### src/rtl/i2cram_pkg.sv
// ----------------------------------------------------------------------------
// I2C register access master package
// Shared operation codes, register map and result field positions.
// ----------------------------------------------------------------------------
`default_nettype none

package i2cram_pkg;

   // Operation codes carried in the request tuser field.
   localparam logic [1:0] OP_TICK  = 2'd0;
   localparam logic [1:0] OP_WRITE = 2'd1;
   localparam logic [1:0] OP_READ  = 2'd2;

   // Register map.
   localparam int          CSR_ADDR_W     = 3;
   localparam logic [2:0]  CSR_DELAY_ADDR = 3'd0;
   localparam logic [15:0] DELAY_RESET    = 16'd500;

   // Bit constants of the byte shifter.
   localparam logic [7:0] READ_BIT = 8'h01;

   // Request field widths.
   localparam int REQ_DATA_W = 24;
   localparam int REQ_USER_W = 2;

   // Result tdata layout, lowest bit first.
   localparam int RSP_DATA_W     = 16;
   localparam int RSP_SCL_BIT    = 0;
   localparam int RSP_SDA_BIT    = 1;
   localparam int RSP_BUSY_BIT   = 2;
   localparam int RSP_DONE_BIT   = 3;
   localparam int RSP_NACK_BIT   = 4;
   localparam int RSP_RDATA_LSB  = 5;

endpackage

`default_nettype wire

### src/rtl/i2c_register_access_master_unit.sv
// An accepted request's result is registered and offered in the next clock cycle.
// Throughput: one request per cycle while results drain; each is one timebase tick.
// The transaction sequencer and the result register sit in one pass, so the
// sequencer advances at most one step per transfer.
// Reset (synchronous, active high) returns the sequencer to idle, clears all
// held bytes and the result register, and sets delay_ff to 500.
// ----------------------------------------------------------------------------
// I2C register access master
// Runs whole register write and register read transactions on open-drain
// SCL/SDA, one timebase tick per request transfer, with a one-entry result
// register on the response side.
// ----------------------------------------------------------------------------
`default_nettype none

module i2c_register_access_master_unit
   import i2cram_pkg::*;
(
   input  wire logic                    clock,
   input  wire logic                    reset,
   // Request stream
   input  wire logic                    req_tvalid,
   output logic                         req_tready,
   // tdata: sda_in[0], device_addr[7:1], reg_addr[15:8], write_data[23:16]
   input  wire logic [REQ_DATA_W-1:0]   req_tdata,
   // tuser: op[1:0]
   input  wire logic [REQ_USER_W-1:0]   req_tuser,
   // Result stream
   output logic                         rsp_tvalid,
   input  wire logic                    rsp_tready,
   // tdata: scl[0], sda_low[1], busy_res[2], done_res[3], nack_error[4],
   //        read_data[12:5], zero fill[15:13]
   output logic [RSP_DATA_W-1:0]        rsp_tdata,
   // Configuration port
   input  wire logic                    csr_psel,
   input  wire logic                    csr_penable,
   input  wire logic                    csr_pwrite,
   input  wire logic [CSR_ADDR_W-1:0]   csr_paddr,
   input  wire logic [31:0]             csr_pwdata,
   output logic [31:0]                  csr_prdata,
   output logic                         csr_pready
);

   typedef enum logic [3:0] {
      ST_IDLE   = 4'd0,
      ST_START1 = 4'd1,
      ST_DEVW   = 4'd2,
      ST_REG    = 4'd3,
      ST_DATA   = 4'd4,
      ST_START2 = 4'd5,
      ST_DEVR   = 4'd6,
      ST_READ   = 4'd7,
      ST_MNACK  = 4'd8,
      ST_STOP   = 4'd9
   } stage_type;

   // Sequencer state
   stage_type   stage_ff, stage_in;
   logic [1:0]  phase_ff, phase_in;
   logic [15:0] count_ff, count_in;
   logic [3:0]  bits_ff, bits_in;
   logic [7:0]  shifter_ff, shifter_in;
   logic        is_read_ff, is_read_in;
   logic [6:0]  device_ff, device_in;
   logic [7:0]  register_ff, register_in;
   logic [7:0]  data_ff, data_in;
   logic [7:0]  last_read_ff, last_read_in;
   logic        error_ff, error_in;
   logic [15:0] delay_ff;

   // Result register
   logic                  rsp_valid_ff;
   logic [RSP_DATA_W-1:0] rsp_data_ff;

   // Request fields
   logic [1:0] op;
   logic       sda_in;
   logic [6:0] device_addr;
   logic [7:0] reg_addr;
   logic [7:0] write_data;

   // Per-tick pin and status values
   logic        scl;
   logic        sda_low;
   logic        busy_res;
   logic        done_res;
   logic        nack_error;
   logic [1:0]  phase;
   logic [15:0] limit;
   logic        send_stage;
   logic        req_fire;
   logic        csr_write;
   logic        csr_hit;

   assign op          = req_tuser;
   assign sda_in      = req_tdata[0];
   assign device_addr = req_tdata[7:1];
   assign reg_addr    = req_tdata[15:8];
   assign write_data  = req_tdata[23:16];

   // The result register frees up whenever its transfer completes.
   assign req_tready = !rsp_valid_ff || rsp_tready;
   assign req_fire   = req_tvalid && req_tready;
   assign rsp_tvalid = rsp_valid_ff;
   assign rsp_tdata  = rsp_data_ff;

   // Register decode; only the delay word is implemented.
   assign csr_pready  = 1'b1;
   assign csr_hit     = (csr_paddr[2] == CSR_DELAY_ADDR[2]);
   assign csr_write   = csr_psel && csr_penable && csr_pwrite && csr_pready && csr_hit;
   assign csr_prdata  = csr_hit ? {16'd0, delay_ff} : 32'd0;

   // A zero delay behaves like a single tick per phase.
   assign limit = (delay_ff == 16'd0) ? 16'd1 : delay_ff;

   // Sequencer for one tick: start handling, pin levels, then phase advance.
   always_comb begin
      stage_in     = stage_ff;
      phase_in     = phase_ff;
      count_in     = count_ff;
      bits_in      = bits_ff;
      shifter_in   = shifter_ff;
      is_read_in   = is_read_ff;
      device_in    = device_ff;
      register_in  = register_ff;
      data_in      = data_ff;
      last_read_in = last_read_ff;
      error_in     = error_ff;
      scl          = 1'b1;
      sda_low      = 1'b0;
      busy_res     = 1'b0;
      done_res     = 1'b0;
      nack_error   = 1'b0;
      phase        = 2'd0;
      send_stage   = 1'b0;

      // Idle (or an unused code): a begin request starts the START condition now.
      if (stage_ff == ST_IDLE || stage_ff > ST_STOP) begin
         stage_in = ST_IDLE;
         phase_in = 2'd0;
         if (op == OP_WRITE || op == OP_READ) begin
            device_in   = device_addr;
            register_in = reg_addr;
            data_in     = write_data;
            is_read_in  = (op == OP_READ);
            error_in    = 1'b0;
            count_in    = 16'd0;
            stage_in    = ST_START1;
            bits_in     = 4'd0;
            shifter_in  = 8'd0;
         end
      end

      if (stage_in != ST_IDLE) begin
         busy_res   = 1'b1;
         phase      = (phase_in == 2'd3) ? 2'd2 : phase_in;
         send_stage = (stage_in == ST_DEVW) || (stage_in == ST_REG) ||
                      (stage_in == ST_DATA) || (stage_in == ST_DEVR);

         // Pin levels for the current phase.
         if (stage_in == ST_START1 || stage_in == ST_START2) begin
            scl     = (phase != 2'd2);
            sda_low = (phase != 2'd0);
         end else if (send_stage && bits_in < 4'd8) begin
            scl     = (phase == 2'd1);
            sda_low = !shifter_in[7];
         end else if (stage_in == ST_READ) begin
            scl     = (phase != 2'd2);
            sda_low = 1'b0;
         end else if (stage_in == ST_STOP) begin
            scl     = (phase != 2'd0);
            sda_low = (phase != 2'd2);
         end else begin
            // Acknowledge slot or master NACK: SDA released, one SCL pulse.
            scl     = (phase == 2'd1);
            sda_low = 1'b0;
         end

         // Phase timer and step advance.
         if (({1'b0, count_in} + 17'd1) < {1'b0, limit}) begin
            count_in = count_in + 16'd1;
         end else begin
            count_in = 16'd0;
            if (phase < 2'd2) begin
               if (stage_in == ST_READ && phase == 2'd0) begin
                  shifter_in = {shifter_in[6:0], sda_in};
               end
               if (send_stage && bits_in >= 4'd8 && phase == 2'd1) begin
                  error_in = sda_in;
               end
               phase_in = phase + 2'd1;
            end else if (stage_in == ST_START1) begin
               stage_in   = ST_DEVW;
               phase_in   = 2'd0;
               bits_in    = 4'd0;
               shifter_in = {device_in, 1'b0};
            end else if (stage_in == ST_START2) begin
               stage_in   = ST_DEVR;
               phase_in   = 2'd0;
               bits_in    = 4'd0;
               shifter_in = {device_in, 1'b0} | READ_BIT;
            end else if (send_stage && bits_in < 4'd8) begin
               shifter_in = {shifter_in[6:0], 1'b0};
               bits_in    = bits_in + 4'd1;
               phase_in   = 2'd0;
            end else if (send_stage) begin
               // Byte acknowledged or not: pick the next byte, or stop on NACK.
               phase_in = 2'd0;
               bits_in  = 4'd0;
               if (error_in) begin
                  stage_in = ST_STOP;
               end else begin
                  case (stage_in)
                     ST_DEVW: begin
                        stage_in   = ST_REG;
                        shifter_in = register_in;
                     end
                     ST_REG: begin
                        stage_in   = is_read_in ? ST_START2 : ST_DATA;
                        shifter_in = is_read_in ? 8'd0 : data_in;
                     end
                     ST_DATA: begin
                        stage_in   = ST_STOP;
                        shifter_in = 8'd0;
                     end
                     default: begin
                        stage_in   = ST_READ;
                        shifter_in = 8'd0;
                     end
                  endcase
               end
            end else if (stage_in == ST_READ) begin
               bits_in  = bits_in + 4'd1;
               phase_in = 2'd0;
               if (bits_in >= 4'd8) begin
                  stage_in = ST_MNACK;
                  bits_in  = 4'd0;
               end
            end else if (stage_in == ST_MNACK) begin
               stage_in = ST_STOP;
               phase_in = 2'd0;
            end else begin
               // End of STOP: report completion.
               done_res   = 1'b1;
               nack_error = error_in;
               if (is_read_in && !error_in) begin
                  last_read_in = shifter_in;
               end
               stage_in = ST_IDLE;
               phase_in = 2'd0;
               bits_in  = 4'd0;
            end
         end
      end
   end

   // State, configuration and result register.
   always_ff @(posedge clock) begin
      if (reset) begin
         stage_ff     <= ST_IDLE;
         phase_ff     <= 2'd0;
         count_ff     <= 16'd0;
         bits_ff      <= 4'd0;
         shifter_ff   <= 8'd0;
         is_read_ff   <= 1'b0;
         device_ff    <= 7'd0;
         register_ff  <= 8'd0;
         data_ff      <= 8'd0;
         last_read_ff <= 8'd0;
         error_ff     <= 1'b0;
         delay_ff     <= DELAY_RESET;
         rsp_valid_ff <= 1'b0;
         rsp_data_ff  <= '0;
      end else begin
         if (csr_write) begin
            delay_ff <= csr_pwdata[15:0];
         end
         if (req_fire) begin
            stage_ff     <= stage_in;
            phase_ff     <= phase_in;
            count_ff     <= count_in;
            bits_ff      <= bits_in;
            shifter_ff   <= shifter_in;
            is_read_ff   <= is_read_in;
            device_ff    <= device_in;
            register_ff  <= register_in;
            data_ff      <= data_in;
            last_read_ff <= last_read_in;
            error_ff     <= error_in;
            rsp_valid_ff <= 1'b1;
            rsp_data_ff  <= {3'd0, last_read_in, nack_error, done_res, busy_res,
                             sda_low, scl};
         end else if (rsp_tready) begin
            rsp_valid_ff <= 1'b0;
         end
      end
   end

endmodule

`default_nettype wire

### config.mk
export PLATFORM = sky130hd
export DESIGN_NAME = i2c_register_access_master_unit
export DESIGN_NICKNAME = d
export VERILOG_FILES = /design/src/rtl/i2cram_pkg.sv /design/src/rtl/i2c_register_access_master_unit.sv
export SDC_FILE = /design/constraint.sdc
export NUM_CORES = 1
export LEC_CHECK = 0
export BUFFER_PORTS_ARGS = -buffer_cell sky130_fd_sc_hd__buf_2
export CORE_ASPECT_RATIO = 0.7
export CORE_MARGIN = 3
export CORE_UTILIZATION = 25
export CTS_BUF_LIST = sky130_fd_sc_hd__clkbuf_4
export DETAILED_ROUTE_END_ITERATION = 10
export GPL_TIMING_DRIVEN = 1
export PLACE_DENSITY_LB_ADDON = 0.3
export SLEW_MARGIN = 10
export SYNTH_ARGS = -nofsm -noshare
export SYNTH_HDL_FRONTEND = slang
export SYNTH_SLANG_ARGS = --single-unit
### constraint.sdc
create_clock -name clock -period 11.18 [get_ports clock]
set_input_delay 1.118 -clock clock [delete_from_list [all_inputs] [get_ports clock]]
set_output_delay 1.118 -clock clock [all_outputs]
set_load 0.02 [all_outputs]
* Word-level counts from Yosys, hierarchy flattened *
Cells that the tools add are included.

word-level totals
  bits in registers = 97
  word-level logic and storage cells = 170
  output and inout port bits = 51

operators by class
  bitwise operators = 1
  mux-type cells = 106
  $add $sub $neg = 4
  magnitude comparators = 6
  equal/unequal tests = 14
  reduce and logical (&&, ||, !) cells = 25

operators by type and width
  cell                   number
  $mux 8                 26
  $mux 16                6
  $mux 4                 24
  $mux 1                 41
  $add 16x1->17 const B  1
  $lt 17x16->1           1
  $add 16x1->16 const B  1
  $eq 4x3->1 const B     4
  $logic_not 16->1       1
  $pmux 8 s2             1
  $mux 7                 2
  $pmux 4 s3             1
  $mux 2                 5
  $logic_and 1x1->1      9
  $eq 4x2->1 const B     2
  $eq 4x4->1 const B     2
  $ge 4x4->1 const B     2
  $logic_or 1x1->1       7
  $add 4x1->4 const B    1
  $eq 2x1->1 const B     2
  $eq 2x2->1 const B     2
  $eq 4x1->1 const B     1
  $gt 4x4->1 const B     1
  $logic_not 4->1        1
  other kinds (9)        12

* Logic depth before layout (Yosys ltp) *
Gate-level depths: netlist of run 1.

  depth in word-level cells = 16
  depth in mapped cells = 23

* Worst setup path before layout of run 1 *
OpenSTA, ideal clock, no wires.

  path kind = input -> register
  start point = in req_tuser[0]
  end point = reg stage_ff[1]
  data arrival time = 5.687 ns
  buffers on the path = 4
  required time = 11.063 ns
  path slack = 5.375 ns
  setup time = 0.117 ns
  stages = 22
  cell sequence = inv_1 -> ha_1 -> inv_1 -> o21ai_2 -> clkbuf_1 -> buf_1 -> buf_1 -> and2_1 -> ha_1 -> nand3_2 -> nor4_4 -> nand4_1 -> xor2_1 -> nor2_1 -> ha_1 -> a2111oi_0 -> o21ai_0 -> a211oi_1 -> a2111oi_2 -> or2_2 -> buf_2 -> a32o_1

between the ends
  cells in the longest elaborated chain, start to end = 15

ends and longest elaborated chain
  item                                            RTL line                                                                                                                RTL
  from (decl)                                     i2c_register_access_master_unit.sv:26                                                                                   input wire logic [REQ_USER_W-1:0] req_tuser,
  $eq 2x1->1 or $eq 2x2->1 (tied branches)        i2c_register_access_master_unit.sv:140                                                                                  if (op == OP_WRITE || op == OP_READ) begin
  $logic_or 1x1->1 *                              i2c_register_access_master_unit.sv:140
  $mux 4 or $mux 1 (tied branches)                i2c_register_access_master_unit.sv:140
  $mux 4                                          i2c_register_access_master_unit.sv:137                                                                                  if (stage_ff == ST_IDLE || stage_ff > ST_STOP) begin
  $add 4x1->4 or $eq 4x2->1 (tied branches)       i2c_register_access_master_unit.sv:232, i2c_register_access_master_unit.sv:156, i2c_register_access_master_unit.sv:212
  $ge 4x4->1 or $logic_or 1x1->1 (tied branches)  i2c_register_access_master_unit.sv:234, i2c_register_access_master_unit.sv:156
  $mux 4 or $logic_or 1x1->1 (tied branches)      i2c_register_access_master_unit.sv:234, i2c_register_access_master_unit.sv:156
  $mux 4 or $logic_or 1x1->1 (tied branches)      i2c_register_access_master_unit.sv:231, i2c_register_access_master_unit.sv:157
  $mux 4 or $logic_and 1x1->1 (tied branches)     i2c_register_access_master_unit.sv:205, i2c_register_access_master_unit.sv:201
  $mux 4                                          i2c_register_access_master_unit.sv:201                                                                                  end else if (send_stage && bits_in < 4'd8) begin
  $mux 4                                          i2c_register_access_master_unit.sv:196                                                                                  end else if (stage_in == ST_START2) begin
  $mux 4                                          i2c_register_access_master_unit.sv:191                                                                                  end else if (stage_in == ST_START1) begin
  $mux 4                                          i2c_register_access_master_unit.sv:183                                                                                  if (phase < 2'd2) begin
  $mux 4                                          i2c_register_access_master_unit.sv:179                                                                                  if (({1'b0, count_in} + 17'd1) < {1'b0, limit}) begin
  $mux 4 *                                        i2c_register_access_master_unit.sv:153                                                                                  if (stage_in != ST_IDLE) begin
  to (signal assigned)                            i2c_register_access_master_unit.sv:278                                                                                  stage_ff <= stage_in;
  to (decl)                                       i2c_register_access_master_unit.sv:57                                                                                   stage_type stage_ff, stage_in;

Every way passes the cells marked *; elsewhere a longest branch is shown, timed or not.
A chain may end at the register's enable or synchronous reset.

* Final worst setup path of run 1 *
  start point = in req_tuser[0]
  end point = reg bits_ff[1]

between the ends
  cells in the longest elaborated chain, start to end = 15

ends and longest elaborated chain
  item                                            RTL line                                                                                                                RTL
  $eq 2x1->1 or $eq 2x2->1 (tied branches)        i2c_register_access_master_unit.sv:140
  $logic_or 1x1->1 *                              i2c_register_access_master_unit.sv:140
  $mux 4 or $mux 1 (tied branches)                i2c_register_access_master_unit.sv:140
  $mux 4                                          i2c_register_access_master_unit.sv:137
  $add 4x1->4 or $eq 4x2->1 (tied branches)       i2c_register_access_master_unit.sv:203, i2c_register_access_master_unit.sv:232, i2c_register_access_master_unit.sv:156
  $ge 4x4->1 or $logic_or 1x1->1 (tied branches)  i2c_register_access_master_unit.sv:234, i2c_register_access_master_unit.sv:156
  $mux 4 or $logic_or 1x1->1 (tied branches)      i2c_register_access_master_unit.sv:234, i2c_register_access_master_unit.sv:156
  $mux 4 or $logic_or 1x1->1 (tied branches)      i2c_register_access_master_unit.sv:231, i2c_register_access_master_unit.sv:157
  $mux 4 or $logic_and 1x1->1 (tied branches)     i2c_register_access_master_unit.sv:205, i2c_register_access_master_unit.sv:201
  $mux 4                                          i2c_register_access_master_unit.sv:201
  $mux 4                                          i2c_register_access_master_unit.sv:196
  $mux 4                                          i2c_register_access_master_unit.sv:191
  $mux 4                                          i2c_register_access_master_unit.sv:183
  $mux 4                                          i2c_register_access_master_unit.sv:179
  $mux 4 *                                        i2c_register_access_master_unit.sv:153
  to (signal assigned)                            i2c_register_access_master_unit.sv:281                                                                                  bits_ff <= bits_in;
  to (decl)                                       i2c_register_access_master_unit.sv:60                                                                                   logic [3:0] bits_ff, bits_in;

Marked as above.

==> results of run 1 <==
final timing paths:
| path | end | slack, ps |
|---|---|---|
| max | bits_ff[1] | 5210 |
| min | data_ff[2] | 460 |
| max reg2reg | bits_ff[1] | 5540 |
| min reg2reg | data_ff[2] | 460 |
kinds of logic (layout without fill, tap and decap cells):
family,count (synthesis),after routing,synth area share (%)
xor gates and xnor gates,12,12,1.84
adders and majority gates,18,18,3.95
other,2,22,0.132
AOI/OAI and AO/OA,230,230,27.8
muxes,9,9,1.58
buffers and inverters,107,145,8.64
and+or+nand+nor,296,296,24.9
DFF,89,89,31.2
state kept, by name (all words and copies together), names as in the netlist:
| signal | cells |
|---|---|
| last_read_ff | 8 |
| bits_ff | 4 |
| stage_ff | 4 |
| phase_ff | 2 |
| is_read_ff | 1 |
| delay_ff | 16 |
| device_ff | 7 |
| rsp_tvalid | 1 |
| data_ff | 8 |
| register_ff | 8 |
| shifter_ff | 8 |
| rsp_tdata | 5 |
| count_ff | 16 |
| error_ff | 1 |
where the power goes:
group / switching (W) / internal, W / total, W
sequential: 0.00000472 / 0.000326 / 0.000330
combinational: 0.0000672 / 0.0000285 / 0.0000957
clock: 0.000126 / 0.0000924 / 0.000218
worst register-to-register path, stage by stage, from the launching register on:
cell and delay [ps]:
dfxtp_1 890, nor4_4 150, o21ai_2 280, and2_1 190, ha_1 270, nand3_2 220
nor4_4 480, nand4_1 170, xor2_1 190, nor2_1 80, ha_1 340, a2111oi_0 470
o21ai_0 170, a211oi_1 410, a21o_1 680, a41oi_1 350, o211ai_1 250
area by class of cell:
type / instances / share of cell area, %
Multi-Input combinational cell: 585 / 54.2
Sequential cell: 89 / 27.5
Timing Repair Buffer: 93 / 7.68
Tap cell: 305 / 5.89
Inverter: 36 / 2.09
Clock inverter: 7 / 1.56
Clock buffer: 9 / 1.04
Antenna cell: 2 / 0.0772
per-layer routing:
| metal | part of all wire (%) | vias up |
|---|---|---|
| li1 | - | 2837 |
| met1 | 54 | 2603 |
| met2 | 39 | 147 |
| met3 | 5.3 | 15 |
| met4 | 1.2 | 0 |
| met5 | 0 | - |
stage by stage:
step                setup WS [ps]  std cells  power [W]  util (%)
finish                       5210       1126   0.000644      29.4
floorplan                    5380        781   0.000405         -
global route                 4700       1126   0.000677      29.4
detailed placement           4770       1108   0.000433      28.6
CTS                          5280       1124   0.000653      29.3
global placement             4830       1108   0.000432      28.6
layout by cell type (no fill, tap or decap), types with 4 or more instances in the layout:
cell,n
nand2b_1,9
xnor2_1,10
buf_2,80
a32o_1,9
mux2i_1,9
buf_4,13
nor2_1,55
nor4_1,7
o22ai_1,7
dfxtp_1,89
o211ai_1,16
a22o_1,6
a21o_1,6
o21ai_0,21
a221o_1,6
or4_1,6
clkbuf_4,9
inv_1,35
a211oi_1,11
nor3_1,18
nand4_1,16
ha_1,18
o21a_1,4
nand3_1,18
a21oi_1,80
conb_1,20
a22oi_1,15
and2_1,6
nand2_1,132
==> results.md, run 1 <==
* Critical path type: input pin to flip-flop
* Period utilization at 53.4%
* Die height at between 100 and 150 um
* All-layer global routing usage at roughly 14%
* Met2 usage at approximately a fifth
* Worst path bufs/invs at 3
* Cts-stage hold buffer count at 0
* Rel. slew slack at a little over a quarter
* Detailed Route Iter0 Violations at between 500 and 600
* Clock skew at 28.0 ps
* Unrepaired setup endpoints after global routing: false
* Die ar. at 24700 sq um
* Total Nets Final at 900
* Post-Synthesis Mean Instance Area at approximately 7.5 sq um
* Worst skew pair latency at between 400 and 500 ps
* WP data required at roughly 12000 ps
* Yosys cell types at 75
* DR vias/cell at around 5.0
* Max-slew violations at 0
* Status: finished clean
* Final setup TNS at 0 ps
* PD cells at 99.4 nW/um^2
* Total CTS buffers at 9
* Max-cap check violation count at 0
* CP top delay family: compound AO/OA/AOI/OAI gates
* Post-synth top area share at a little under a third
* Prevailing post-synth register cell: dfxtp_1
* Critical Path AT at 6390 ps
* Synthesis Warnings at 0
* Post-synth top area cell: dfxtp_1
* Number of synthesized flops with an enable pin at 0
* Routed WL at 17700 um
* Share of cells above drive strength 1 at around 15%
* Chip Width at 187 um
* First-pass GRT wire length at roughly 29000 um
* Hpwl dp at approximately 13000 um
* Clk slew on worst S/H paths at roughly 160 ps
* Endpoints failing hold at 0
* Final Critical Period at just under 6000 ps
* VDD IR-drop max at 0.0636 mV
* CP endpoint kind: flip-flop
* Global routing usage on met1 at between 20% and 30%
* Crit-path slowest cell: a21o_1
* FF-to-FF path depth at 16
* Post-synth ARST share at 0%
* CORE AREA at 22100 sq um
* Leakage dissipation at between 2 and 2.5 nW
* Sequential-to-total area share from yosys stat at ~31%
* Most frequent cell after synthesis: nand2_1
* Min Hold Slack at between 400 and 500 ps
* Hold-critical path depth at 2
* Startpoint Class: input pin
* Finished Cell Area at roughly 6500 sq um
* HP Class: flip-flop to flip-flop
* Crit-path cells: buf_2 > inv_1 > ha_1 > inv_1 > o21ai_2 > and2_1 > ha_1 > nand3_2 > nor4_4 > nand4_1 > xor2_1 > nor2_1 > ha_1 > a2111oi_0 > o21ai_0 > a211oi_1 > a21o_1 > a41oi_1 > o211ai_1
* Critical R2R Launch: stage_ff[2]
* CTS H-tree lvls at 3
* Initial core utilization at about a quarter
* Critical path depth at 19
* Post-synthesis cell count at ~760
* Setup crit start: req_tuser[0]
* Initial antenna violation count at 2
* Most Crowded Layer GR: met1
* #FFs+latches synth at 89
* Achievable Freq at ~170 MHz
* Post-DP Area at between 6000 and 7000 sq um
* RePlAce Congestion at ~0.83
* Hold Crit Start: data_ff[2]
* Number of iterations in the first detailed-routing pass at 5
* Slew of the pin with the lowest slew margin at about 1100 ps
* CTS Sinks at 89
* Grt total ovfl at 0
* CTS resizes at 0
* Reg area at between 1500 and 2000 sq um
* Worst-path maximum fanout at 18
* Most frequent CP cell: ha_1
* Post-CTS setup buffer count at 0
* Drt wl/cell at approximately 16 um
* Io pins at around 120
* FP Rows at 45
* Critical path's largest stage delay at 680 ps
* Max clock buf depth at 2
* Final ANT Viol Nets at 0
* Synth Cell Area at 5710 sq um
* Largest net degree at the start of global routing at between 60 and 70
* CTS tree: yes
* Met3 usage at under 10%
* Filler cells at 2496
* Synth-to-Final Area Change at 13.5%
* Synth area leaders: dfxtp_1 31%, nand2_1 8.7%, a21oi_1 7.1%
* DRC viols at 0
* Detailed-route via count at roughly 5600
* Buffers on Ports at 80
* Vias in the first global route at roughly 5000
* Clock root cell: clkbuf_4
* Multi-input gate area at between 3000 and 4000 sq um
* Count of final setup violators at 0
* Post-synth top cells: 132 x nand2_1, 89 x dfxtp_1, 81 x a21oi_1
Note: power is estimated with default switching activity, not from simulation.
==> run 2: changes to the inputs <==
clock period = 5.35 ns   (was 11.18 ns; I/O delays follow)
==> results.md, run 2 (synthesized netlist as in run 1, its figures left out) <==
* Most common cell after layout, fill and taps aside: nand2_1
* Detailed-route via count at 5746 (+2.6%)
* Chip Width at 187 um (unchanged)
* HP Class: input pin to flip-flop
* Final ANT Viol Nets at 0 (unchanged)
* CTS Sinks at 89 (unchanged)
* Grt total ovfl at 0 (unchanged)
* VDD IR-drop max at 0.0752 mV (+18%)
* Drt wl/cell at 15.7 um (+0.19%)
* Worst-path maximum fanout at 13 (-5)
* Number of iterations in the first detailed-routing pass at 7 (+2)
* Post-Layout Cell Count at 1134 (+0.71%)
* Max-slew violations at 0 (unchanged)
* Setup slack after layout at 497 ps (-4720 ps)
* Detailed Route Iter0 Violations at 646 (+26%)
* WP data required at 5740 ps (-5860 ps)
* Synth-to-Final Area Change at 14.6%
* Buffers on Ports at 80 (unchanged)
* RePlAce Congestion at 0.863 (+3.6%)
* Regs by FF count: count_ff x16, delay_ff x16
* Hold-critical path depth at 3 (+1)
* Die height at 132 um (unchanged)
* All-layer global routing usage at 14.2% (+0.049 points)
* Unrepaired setup endpoints after global routing: false
* Max-cap check violation count at 0 (unchanged)
* DR vias/cell at 5.07 (+1.8%)
* Reg2reg setup slack at 500 ps (-5040 ps)
* Period utilization at around nine tenths
* CORE AREA at 22100 sq um (unchanged)
* Post-CTS setup buffer count at 0 (unchanged)
* FF-to-FF path depth at 18 (+2)
* Max clock buf depth at 2 (unchanged)
* Startpoint Class: flip-flop
* Leakage dissipation at 2.40 nW (+2.0%)
* Finished Cell Area at 6540 sq um (+0.95%)
* Hpwl dp at 12600 um (+0.17%)
* Critical Path AT at 5250 ps (-1140 ps)
* Endpoints failing hold at 0 (unchanged)
* CTS resizes at 0 (unchanged)
* Most frequent cells in the layout: 132 x nand2_1, 89 x dfxtp_1, 80 x a21oi_1, 80 x buf_2, 55 x nor2_1
* Status: finished clean
* Die ar. at 24700 sq um (unchanged)
* Filler cells at 2472 (-0.96%)
* Clk slew on worst S/H paths at 160 ps (about the same)
* FP Rows at 45 (unchanged)
* Clock root cell: clkbuf_4
* Placed Cells incl. Taps at 1117 (+0.81%)
* Vias in the first global route at 5200 (+1.4%)
* Largest net degree at the start of global routing at 65 (unchanged)
* Worst R2R End: stage_ff[0]
* Critical path type: flip-flop to flip-flop
* Total CTS buffers at 9 (unchanged)
* Rel. slew slack at 21.2% (-5.9 points)
* CTS H-tree lvls at 3 (unchanged)
* Clock skew at 24.4 ps (-3.52 ps)
* First-pass GRT wire length at 28600 um (+0.34%)
* Final Critical Period at between 4000 and 5000 ps
* Post-DP Area at 6370 sq um (+1.1%)
* Share of cells above drive strength 1 at 16.3% (+0.92 points)
* Slew of the pin with the lowest slew margin at 1180 ps (+85.0 ps)
* Worst skew pair latency at 480 ps (about the same)
* Hold Path Sink: device_ff[1]
* Final setup TNS at 0 ps (unchanged)
* Achievable Freq at just over 200 MHz
* Initial core utilization at 25.9% (unchanged)
* CTS tree: yes
* Hold Crit Start: req_tdata[2]
* Dpl ws at 475 ps (-4300 ps)
* Critical R2R Launch: stage_ff[2]
* Routed WL at 17800 um (+0.90%)
* Count of final setup violators at 0 (unchanged)
* Total Nets Final at 909 (+1.0%)
* Cts-stage hold buffer count at 0 (unchanged)
* Io pins at 119 (unchanged)
* Final Core Density at 29.6% (+0.28 points)
* Initial antenna violation count at 1 (-1)
* CP endpoint kind: flip-flop
* PD cells at 206 nW/um^2 (+110%)
* DRC viols at 0 (unchanged)
## run 2: per-stage QoR
stage	hold slack, ps	power [W]
4_1_cts	233	0.00136
6_report	261	0.00135
3_3_place_gp	442	0.000908
3_5_place_dp	445	0.000908
5_1_grt	220	0.00141
2_1_floorplan	436	0.000847
## run 2: area by class of cell
class | count | area (sq um) | area share [%]
antenna | 1 | 2.50 | 0.0383
clock buffer | 10 | 75.1 | 1.15
clock inverter | 6 | 90.1 | 1.38
inverter | 36 | 135 | 2.07
multi-input combinational | 585 | 3510 | 53.7
sequential | 89 | 1780 | 27.2
tap | 305 | 382 | 5.83
timing repair buffer | 102 | 566 | 8.65
## run 2: worst max-delay path by stage
stage          slack, ps    startpoint            to
3_3_place_gp         510  req_tuser[0]  count_ff[12]
2_1_floorplan        130  req_tuser[0]   stage_ff[1]
4_1_cts              640   stage_ff[2]  count_ff[11]
3_5_place_dp         470  req_tuser[0]   count_ff[1]
5_1_grt              150   stage_ff[2]  count_ff[12]
6_report             500   stage_ff[2]   stage_ff[0]
## run 2: where the power goes
| group | switching (W) | total (W) | internal [W] | leakage (nW) |
|---|---|---|---|---|
| registers | 0.0000103 | 0.000691 | 0.000680 | 0.721 |
| logic | 0.000142 | 0.000205 | 0.0000630 | 1.59 |
| clock network | 0.000253 | 0.000450 | 0.000196 | 0.0870 |
| total | 0.000406 | 0.00135 | 0.000939 | 2.40 |
## run 2: metal layers
metal | global-route usage (%) | wire length, um
met5 | 0 | 0
met4 | 3.52 | 225
met3 | 3.42 | 1180
met2 | 18.1 | 6820
met1 | 22.9 | 9600
## run 2: critical path: stages, from the launching register on
cell,delay (ps)
dfxtp_1,470
o21a_1,290
o21ai_2,250
and2_1,190
ha_1,270
nand3_2,160
nor4_4,300
nand4_1,140
xor2_1,210
nor2_1,90
ha_1,340
a2111oi_0,510
o21ai_0,190
a211oi_1,300
buf_4,180
a21o_1,300
buf_4,280
a21oi_1,100
o211ai_1,200
